`src/rtl/core/ptms_div.sv`:
```
// pipelined restoring divider, one quotient bit per stage
`timescale 1ns / 1ps

module ptms_div #(
  parameter int QW = 24,
  parameter int DW = 13,
  parameter int SW = 1
) (
  input  logic          clk_i,
  input  logic          rst_ni,
  input  logic          en_i,
  input  logic          valid_i,
  input  logic [DW-1:0] rem_i,
  input  logic [QW-1:0] num_i,
  input  logic [DW-1:0] div_i,
  input  logic [SW-1:0] side_i,
  output logic          valid_o,
  output logic [QW-1:0] quot_o,
  output logic [SW-1:0] side_o
);

  logic          valid_q [QW];
  logic [DW-1:0] rem_q   [QW];
  logic [QW-1:0] num_q   [QW];
  logic [DW-1:0] div_q   [QW];
  logic [QW-1:0] quot_q  [QW];
  logic [SW-1:0] side_q  [QW];

  for (genvar k = 0; k < QW; k++) begin : g_stage
    logic          v_in;
    logic [DW-1:0] r_in, d_in;
    logic [QW-1:0] n_in, q_in;
    logic [SW-1:0] s_in;
    logic [DW:0]   trial;
    logic          ge;

    if (k == 0) begin : g_first
      assign v_in = valid_i;
      assign r_in = rem_i;
      assign n_in = num_i;
      assign d_in = div_i;
      assign q_in = '0;
      assign s_in = side_i;
    end else begin : g_next
      assign v_in = valid_q[k-1];
      assign r_in = rem_q[k-1];
      assign n_in = num_q[k-1];
      assign d_in = div_q[k-1];
      assign q_in = quot_q[k-1];
      assign s_in = side_q[k-1];
    end

    // shift in the next dividend bit and try a subtract
    assign trial = {r_in, n_in[QW-1]};
    assign ge    = trial >= {1'b0, d_in};

    always_ff @(posedge clk_i or negedge rst_ni) begin
      if (!rst_ni) begin
        valid_q[k] <= 1'b0;
      end else if (en_i) begin
        valid_q[k] <= v_in;
      end
    end

    always_ff @(posedge clk_i) begin
      if (en_i) begin
        rem_q[k]  <= ge ? DW'(trial - {1'b0, d_in}) : trial[DW-1:0];
        num_q[k]  <= {n_in[QW-2:0], 1'b0};
        div_q[k]  <= d_in;
        quot_q[k] <= {q_in[QW-2:0], ge};
        side_q[k] <= s_in;
      end
    end
  end

  assign valid_o = valid_q[QW-1];
  assign quot_o  = quot_q[QW-1];
  assign side_o  = side_q[QW-1];

endmodule

```
`config.mk`:
```
export PLATFORM = sky130hd
export DESIGN_NAME = ptms_div
export DESIGN_NICKNAME = d
export VERILOG_FILES = /design/src/rtl/core/ptms_div.sv
export SDC_FILE = /design/constraint.sdc
export NUM_CORES = 2
export LEC_CHECK = 0
export BUFFER_PORTS_ARGS = -buffer_cell sky130_fd_sc_hd__clkbuf_2
export CORE_MARGIN = 2
export CORE_UTILIZATION = 34
export DETAILED_ROUTE_END_ITERATION = 12
export GPL_ROUTABILITY_DRIVEN = 0
export PLACE_DENSITY = 0.59
export SLEW_MARGIN = 15
export SYNTH_ARGS = -nofsm -noshare
export SYNTH_HDL_FRONTEND = slang
export SYNTH_SLANG_ARGS = --single-unit
```
`constraint.sdc`:
```
create_clock -name clk_i -period 3.41 [get_ports clk_i]
set_clock_uncertainty 0.05 [all_clocks]
set_input_delay 0.1705 -clock clk_i [delete_from_list [all_inputs] [get_ports clk_i]]
set_output_delay 0.1705 -clock clk_i [all_outputs]
set_load 0.1 [all_outputs]
```
==> qor.yml <==
cells_and_area:
  syn_to_final_growth_pct: 16.29
  design_area_mm2: 0.06341
  nFillCells: 14588
  finalNetCount: 4465
  layoutNonFillerInstCount: 6262
  post-route-util_pct: 39.95
  drive_gt1_share_pct: 14.11
  diodes: 0
yosys:
  syn_nets: 4172
  avgSynthCellArea_um2: 14.42
  synth_seq_cells: 1222
  synth_top_area_cell: "edfxtp_1"
  synth_xor_area_share_pct: 3.517
  synthMuxAreaShare_pct: 4.591
  yosysWarningCount: 0
  ys.flop_type: "edfxtp_1"
  synth.top_cell.area_share_pct: 65.97
  synth_top_family_by_area: "compound AO/OA/AOI/OAI gates"
  ys_top_cells_by_area: "edfxtp_1, ha_1, mux2_2"
  synth_fa_ha_area_share_pct: 8.003
  synthArstFlopShare_pct: 1.964
  synth_edf_count: 1198
  synth_compound_area_share_pct: 8.120
  synthSimpleGateAreaFrac_pct: 5.523
  yosysSeqAreaShare_pct: 67.07
  synth_area_mm2: 0.05453
  synth_cells: 3782
  ys_types: 71
cts:
  cts_inserted_buffers: 141
  insertion_delay_ns: 0.75
  clk_path_buf_depth: 3
  htreeDepth: 4
  cts_tree: "yes"
  root_buffer: "clkbuf_16"
  clkTransAtPathRegs_ns: 0.06
  cts.sinks: 1222
timing:
  fin_crit_sh_pct: 95.44
  rsz0062_at_grt: "no"
  finalSetupTns_ns: 0
  final.min_clock_period_ns: 3.255
  worst_pin_slew_ns: 0.7624
  setup_violations: 0
  hold_viol_final: 0
  relSlewSlack_pct: 49.18
  final_max_slew_viol_count: 0
  max_freq_ghz: 0.3073
grt:
  first_global_vias: 30538
  grt_pass1_wl_um: 157300
  antenna_found_initial: 0
  grt.overflow.total: 0
  track_usage_pct: 11.90
  grt_max_degree: 134
worst_setup_path:
  path_class: "flip-flop to flip-flop"
  r2r_slack_ns: 0.16
  end_kind: "flip-flop"
  cp-endpoint: "rem_q[2][66]$_DFFE_PP_"
  worstReg2RegStart: "div_q[2][52]$_DFFE_PP_"
  timing.rr.end: "rem_q[2][66]$_DFFE_PP_"
  cp.arrival_ns: 3.72
  path_max_fanout: 19
  slowest_stage: "a311oi_1"
  reg2regPathDepth: 10
  cp_cell_sequence: "ha_1, inv_1, fa_1, a211oi_1, o21ai_0, a311oi_1, buf_4, a32oi_1, a21o_2, mux2_2"
  startpoint_type: "flip-flop"
  critPathMaxStageDelay_ns: 0.43
  crit_required_ns: 3.87
  worstSetupStartpoint: "div_q[2][52]$_DFFE_PP_"
placed_design:
  dpl.cell_count: 5942
  port_buffers: 80
  dpl_cell_area_mm2: 0.05801
  hpwlAfterDp_um: 65600
pwr:
  p_total_uw: 55430
  power.density_cell_area_mw_per_mm2: 874.1
  cellLeakagePower_uw: 0.02471
  peakVddDrop_uv: 569.5
drt:
  vias: 29482
  drt-total-wl_um: 96240
  first_pass_iters: 5
  viasPerCell: 4.708
  routedWlPerCell_um: 15.37
  drt-initial-drc-count: 1698
  ant_nets: 0
  drc_errors: 0
run_status:
  status: "completed"
die:
  die_area_mm2: 0.1636
  ios: 81
  start_util_pct: 34.35
  dieHeight_um: 404.5
  coreArea_mm2: 0.1587
  die_w_um: 404.5
  rows: 146
flow_run:
  drv_cap: 0
hold_path:
  hp-class: "input pin to flip-flop"
## through the flow
step	hold slack, ns	setup WS [ns]
detailed placement	0.1551	0.08810
CTS	0.002278	0.05674
floorplan	-0.1751	0.3836
global placement	0.1381	0.07236
global route	0.03502	0.001764
finish	0.08382	0.1555
## cells in the mapped netlist (8+ instances only)
cell type / number
nand2b_1: 58
or2_2: 12
fa_1: 23
xnor2_1: 118
nand3_1: 39
a221oi_1: 8
a211oi_1: 16
o21ai_0: 170
xor2_1: 101
dfrtp_1: 24
mux2_2: 189
a211o_1: 14
a21oi_1: 200
mux2i_1: 27
edfxtp_1: 1198
and3_1: 9
o21bai_1: 20
o31a_1: 8
nor4_1: 10
a21boi_0: 8
nand4_1: 33
inv_1: 393
clkbuf_1: 37
a31oi_1: 15
nand2_1: 185
nor2_1: 176
nor2b_1: 29
o211ai_1: 18
buf_2: 11
nor3_1: 56
a21o_1: 112
o31ai_1: 14
o21a_1: 34
ha_1: 312
## sequential cells by signal, summed over array words and instances (netlist names)
name          count
quot_q          300
valid_o           1
side_q           24
div_q           299
rem_q           299
num_q           276
g_stage.v_in     23
## how the worst min path moves through the flow
stage	startpoint	to	cells after the start
global placement	rst_ni	g_stage[21].v_in$_DFFE_PN0P_	1
floorplan	rst_ni	g_stage[10].v_in$_DFFE_PN0P_	0
global route	num_i[6]	num_q[0][6]$_DFFE_PP_	2
detailed placement	rst_ni	g_stage[18].v_in$_DFFE_PN0P_	1
CTS	side_i	side_q[0][0]$_DFFE_PP_	2
finish	side_i	side_q[0][0]$_DFFE_PP_	2
## logic make-up after synthesis
family | Yosys count
multiplexers | 223
AND/OR/NAND/NOR | 637
flip-flops | 1222
buffers and inverters | 448
AO/OA/AOI/OAI | 698
adder cells (fa/ha/maj) | 335
XOR/XNOR | 219
## metal layers
layer / GRT usage, % / part of all wire, %
met5: 0 / 0
met4: 5.165 / 3.7
met3: 2.511 / 3.6
met2: 20.24 / 49
met1: 14.56 / 44
## report_power, final
group	internal, µW	switching, µW	total (µW)	leakage [µW]
Clock	9240	6060	15300	0.00230
Sequential	20600	1540	22200	0.0120
Combinational	8570	9400	18000	0.0104
## cell usage in the layout, fill, tap and decap left out, types with 111 or more instances in the layout
master and n:
edfxtp_1 1198, inv_1 393, ha_1 312, a21oi_1 199
mux2_2 189, nand2_1 184, nor2_1 176, o21ai_0 166
clkbuf_16 143, xnor2_1 118, a21o_1 111
## cell type report
| cell class | count | area (µm²) | share of cell area, % |
|---|---|---|---|
| inverter | 394 | 1479 | 2.332 |
| multi-input combinational | 2112 | 16320 | 25.73 |
| clock buffer | 172 | 3717 | 5.862 |
| clock inverter | 86 | 996.0 | 1.571 |
| sequential | 1222 | 36580 | 57.68 |
| tap | 2072 | 2592 | 4.088 |
| timing repair buffer | 204 | 1734 | 2.735 |
## worst max-delay path, delay by kind of cell, from the launching register on
kind | cells | cell delay (ns)
AOI/OAI and AO/OA | 5 | 1.33
adders and majority gates | 2 | 0.61
buffers and inverters | 2 | 0.25
DFF | 1 | 0.42
muxes | 1 | 0.32
## timing repair
item                                    4_1_cts  5_1_grt
setup buffers                                 0        0
endpoints found under the setup margin        0      108
gates resized for setup                       0       17
hold buffers                                 61        1
endpoints found under the hold margin       178       24
Power figures use the tool's default switching activity.
