$ cat config.mk
export PLATFORM = sky130hd
export DESIGN_NAME = ptms_isqrt
export DESIGN_NICKNAME = d
export VERILOG_FILES = /design/src/rtl/core/ptms_isqrt.sv
export SDC_FILE = /design/constraint.sdc
export NUM_CORES = 2
export LEC_CHECK = 0
export BUFFER_PORTS_ARGS = -buffer_cell sky130_fd_sc_hd__buf_2
export CORE_ASPECT_RATIO = 1.2
export CORE_MARGIN = 5
export CORE_UTILIZATION = 50
export CTS_CLUSTER_DIAMETER = 150
export DETAILED_ROUTE_END_ITERATION = 16
export PLACE_DENSITY = 0.66
export RECOVER_POWER = 25
export SLEW_MARGIN = 0
export SYNTH_ARGS = -nofsm -noshare
export SYNTH_HDL_FRONTEND = slang
export SYNTH_SLANG_ARGS = --single-unit
export TNS_END_PERCENT = 20
$ cat constraint.sdc
create_clock -name clk_i -period 4.5 [get_ports clk_i]
set_clock_uncertainty 0.1 [all_clocks]
set_input_delay 0 -clock clk_i [delete_from_list [all_inputs] [get_ports clk_i]]
set_output_delay 0 -clock clk_i [all_outputs]
set_load 0.02 [all_outputs]
$ cat src/rtl/core/ptms_isqrt.sv
// pipelined integer square root, one root bit per stage
`timescale 1ns / 1ps

module ptms_isqrt #(
  parameter int RW = 24,
  parameter int SW = 1
) (
  input  logic            clk_i,
  input  logic            rst_ni,
  input  logic            en_i,
  input  logic            valid_i,
  input  logic [2*RW-1:0] val_i,
  input  logic [SW-1:0]   side_i,
  output logic            valid_o,
  output logic [RW-1:0]   root_o,
  output logic [SW-1:0]   side_o
);

  logic            valid_q [RW];
  logic [RW+1:0]   rem_q   [RW];
  logic [RW-1:0]   root_q  [RW];
  logic [2*RW-1:0] val_q   [RW];
  logic [SW-1:0]   side_q  [RW];

  for (genvar k = 0; k < RW; k++) begin : g_stage
    logic            v_in;
    logic [RW+1:0]   r_in, rem2, trial;
    logic [RW-1:0]   q_in;
    logic [2*RW-1:0] x_in;
    logic [SW-1:0]   s_in;
    logic            ge;

    if (k == 0) begin : g_first
      assign v_in = valid_i;
      assign r_in = '0;
      assign q_in = '0;
      assign x_in = val_i;
      assign s_in = side_i;
    end else begin : g_next
      assign v_in = valid_q[k-1];
      assign r_in = rem_q[k-1];
      assign q_in = root_q[k-1];
      assign x_in = val_q[k-1];
      assign s_in = side_q[k-1];
    end

    // bring down two radicand bits, trial subtract 4*root+1
    assign rem2  = {r_in[RW-1:0], x_in[2*RW-1 -: 2]};
    assign trial = {q_in, 2'b01};
    assign ge    = rem2 >= trial;

    always_ff @(posedge clk_i or negedge rst_ni) begin
      if (!rst_ni) begin
        valid_q[k] <= 1'b0;
      end else if (en_i) begin
        valid_q[k] <= v_in;
      end
    end

    always_ff @(posedge clk_i) begin
      if (en_i) begin
        rem_q[k]  <= ge ? rem2 - trial : rem2;
        root_q[k] <= {q_in[RW-2:0], ge};
        val_q[k]  <= {x_in[2*RW-3:0], 2'b00};
        side_q[k] <= s_in;
      end
    end
  end

  assign valid_o = valid_q[RW-1];
  assign root_o  = root_q[RW-1];
  assign side_o  = side_q[RW-1];

endmodule

==> impl_metrics.csv <==
group,metric,value,unit
run_status,status,"complete, no violations",
yosys,synth_fp_nets,5269,
floorplan,num_io_pins,79,
yosys,syn_inst,4891,
cts,htreeDepth,4,
yosys,synth-seq-cells,1422,
yosys,synth_flop_cell,"edfxtp_1",
yosys,synthAdderAreaFrac,6.28,%
route,vias,37600,
floorplan,fp.dieW,339,um
yosys,avgSynthCellArea,13.2,um^2
cts,root_buffer,"clkbuf_16",
yosys,synthArstFlopShare,1.69,%
setup_path,crit_chain,"ha_1 > a21o_1 > a31o_2 > a221oi_1 > o2111ai_1 > a21oi_1 > o31a_1 > a22o_1 > buf_4 > o21ai_0",
grt,grt_max_degree,151,
grt,grt.overflow.total,0,
placed_design,place.gp.congestion,0.902,
sta,max_clock_freq,261,MHz
grt,grt_pass1_vias,38000,
setup_path,start_kind,"register",
placed_design,placed_area,67500,um^2
sta,setup_viol,0,
route,first_pass_iters,6,
cells_and_area,nNetsFinal,5565,
yosys,synth_compound_area_share,9.19,%
route,final_antenna_net_count,0,
power,ir_drop,0.458,mV
placed_design,portBuffers,78,
cts,insertion_delay,0.77,ns
flow_run,cap_violations,0,
grt,grtUsageTotal,17.0,%
hold_path,worstHoldPathType,"in -> reg",
setup_path,cp_max_fo,21,
setup_path,critical_path.slowest_cell,"a22o_1",
setup_path,endpoint_kind,"register",
setup_path,slowest_delay,0.55,ns
yosys,syn_area,64800,um^2
yosys,yosys.area_share.simple,9.27,%
route,drc,0,
grt,grt_pass1_wl,190000,um
cts,post_cts.repair.setup_buffers,0,
power,p_leak,28.2,nW
sta,relSlewSlack,29.7,%
sta,setup_tns,0,ns
yosys,synth_warnings,0,
floorplan,die_h,404,um
cells_and_area,layout-drive-gt1-share,8.34,%
sta,period_share,85.3,%
cts,cts-hold-fix-buffers,104,
power,power_density,492,nW/um^2
yosys,synth_top_family_by_area,"simple AND/OR/NAND/NOR gates",
floorplan,num_rows,144,
setup_path,critPathBufInv,1,
floorplan,fp.coreArea,129000,um^2
cts,cts_tree,"yes",
cts,clock-sinks,1422,
floorplan,start_util,50.4,%
setup_path,worstPathRequired,4.90,ns
cells_and_area,seqCellArea,42600,um^2
cts,cts_buffer_depth,3,
setup_path,criticalPathCategory,"reg -> reg",
route,via_per_inst,5.39,
sta,final_hold_viol_count,0,
cells_and_area,multi_input_area,20300,um^2
cells_and_area,nFillCells,10400,
route,wl,117000,um
yosys,synthMuxAreaShare,1.08,%
cts,clkTransAtPathRegs,0.06,ns
route,drt-wirelength-per-cell,16.7,um
sta,tightest_slew,1.05,ns
cts,ctsResizeCount,0,
sta,timing.final.crit_period,3.84,ns
cells_and_area,diodes,0,
cells_and_area,syn2layout_area_growth,13.0,%
cts,cts_buffers,145,
floorplan,dieArea,137000,um^2
sta,rsz0062_at_grt,"false",
route,drt_iter0_drc,2378,
placed_design,hpwl,81800,um
yosys,synth_edf_count,1398,
setup_path,arrival,4.24,ns
yosys,synth_cell_types,87,
cells_and_area,post-route-cell-area,73200,um^2
yosys,ys_seq_area_share,65.7,%
grt,antenna_found_initial,0,
yosys,synth-xor-area-share,5.53,%
sta,drv_slew,0,
setup_path,cpLargestDelayFamily,"compound AO/OA/AOI/OAI gates",
sequential cells by signal (all words and copies together), names as in the netlist:
register,flops
g_stage.v_in,23
rem_q,522
root_q,300
side_q,24
val_q,552
valid_o,1
cells in the mapped netlist (8+ instances only):
library cell,count,area share [%]
a21o_1,110,1.3
or3_1,42,0.41
o2111ai_1,8,0.11
nor3_1,113,0.87
o31ai_1,43,0.50
o211ai_1,11,0.13
inv_1,404,2.3
nand4_1,41,0.40
a221oi_1,8,0.11
o21a_1,61,0.71
mux2_2,56,0.97
xnor2_1,190,2.6
edfxtp_1,1398,65
a21boi_0,12,0.14
o21bai_1,20,0.23
and3_1,27,0.26
or4_1,29,0.34
xor2_1,219,3.0
or2_2,17,0.16
a211oi_1,37,0.43
o21ai_0,284,2.2
nor2_1,277,1.6
o31a_1,8,0.11
nor4_1,61,0.59
a31oi_1,28,0.27
clkbuf_1,76,0.44
nand3_1,92,0.71
buf_2,8,0.062
nand4b_1,10,0.14
a211o_1,10,0.14
and4_1,10,0.14
nor2b_1,40,0.39
and2_1,16,0.15
a21oi_1,234,1.8
ha_1,325,6.3
nand2_1,352,2.0
dfrtp_1,24,0.93
nand2b_1,64,0.62
a2111oi_0,10,0.14
cells in the final DEF, fill, tap and decap left out, types with 29 or more instances in the layout:
cell type / n
a211oi_1: 37
a21o_1: 110
a21oi_1: 234
buf_2: 77
buf_4: 50
clkbuf_1: 29
clkbuf_16: 145
dlygate4sd3_1: 104
edfxtp_1: 1398
ha_1: 325
inv_1: 404
mux2_2: 56
nand2_1: 352
nand2b_1: 64
nand3_1: 92
nand4_1: 41
nor2_1: 276
nor2b_1: 40
nor3_1: 113
nor4_1: 61
o21a_1: 61
o21ai_0: 284
o31ai_1: 43
or3_1: 42
or4_1: 29
xnor2_1: 190
xor2_1: 219
per-stage QoR:
step / setup WS (ns) / cells / total power, mW / util (%) / hold WS (ns)
after floorplan: 1.27 / 4891 / 22.5 / - / -0.396
after detailed placement: 0.686 / 6615 / 24.5 / 52.5 / -0.0903
final: 0.663 / 6980 / 36.0 / 56.9 / 0.236
after CTS: 0.648 / 6980 / 36.4 / 56.9 / 0.268
after global placement: 0.774 / 6615 / 24.4 / 52.5 / -0.0990
after global routing: 0.362 / 6980 / 38.0 / 56.9 / 0.268
cells by family (layout without fill, tap and decap cells):
logic type	count (synthesis)	count (layout)
flip-flops	1422	1422
AND/OR/NAND/NOR	1226	1226
buffers and inverters	498	908
multiplexers	63	63
adder cells (fa/ha/maj)	325	325
other	1	1
XOR/XNOR	409	409
AO/OA/AOI/OAI	947	947
area by class of cell:
type / instances / share of cell area (%)
tap: 1679 / 2.87
timing repair buffer: 241 / 2.73
sequential: 1422 / 58.1
clock inverter: 87 / 1.29
clock buffer: 174 / 5.10
inverter: 406 / 2.08
multi-input combinational: 2971 / 27.8
routing by layer:
layer	vias up	global-route usage (%)	routed length [um]
li1	18700	-	-
met1	18100	19.3	47000
met2	614	32.1	61800
met3	273	2.82	3750
met4	0	6.90	4300
met5	-	0	0
worst reg2reg max path, cell delays in order (launching register included):
cell	delay [ns]
edfxtp_1	0.39
ha_1	0.37
a21o_1	0.21
a31o_2	0.21
a221oi_1	0.45
o2111ai_1	0.37
a21oi_1	0.32
o31a_1	0.18
a22o_1	0.55
buf_4	0.29
o21ai_0	0.12
where the power goes:
group	total, mW	internal [mW]	switching, mW	leakage, nW
Sequential	17.7	16.7	1.01	13.7
Clock	11.7	6.61	5.07	2.26
Combinational	6.61	2.89	3.71	12.2
path summary, 6_finish.rpt:
kind / startpoint / endpoint / slack, ns / cells past startpoint
setup / recovery: rem_q[2][110]$_DFFE_PP_ / rem_q[2][142]$_DFFE_PP_ / 0.66 / 10
hold / removal: en_i / val_q[0][0]$_DFFE_PP_ / 0.24 / 2
setup reg to reg: rem_q[2][110]$_DFFE_PP_ / rem_q[2][142]$_DFFE_PP_ / 0.66 / 10
hold reg to reg: val_q[0][154]$_DFFE_PP_ / val_q[0][202]$_DFFE_PP_ / 0.29 / 0
max in group asynchronous: rst_ni / g_stage[19].v_in$_DFFE_PN0P_ / 3.24 / 3
min in group asynchronous: rst_ni / g_stage[2].v_in$_DFFE_PN0P_ / 0.41 / 3
Power figures use the tool's default switching activity.
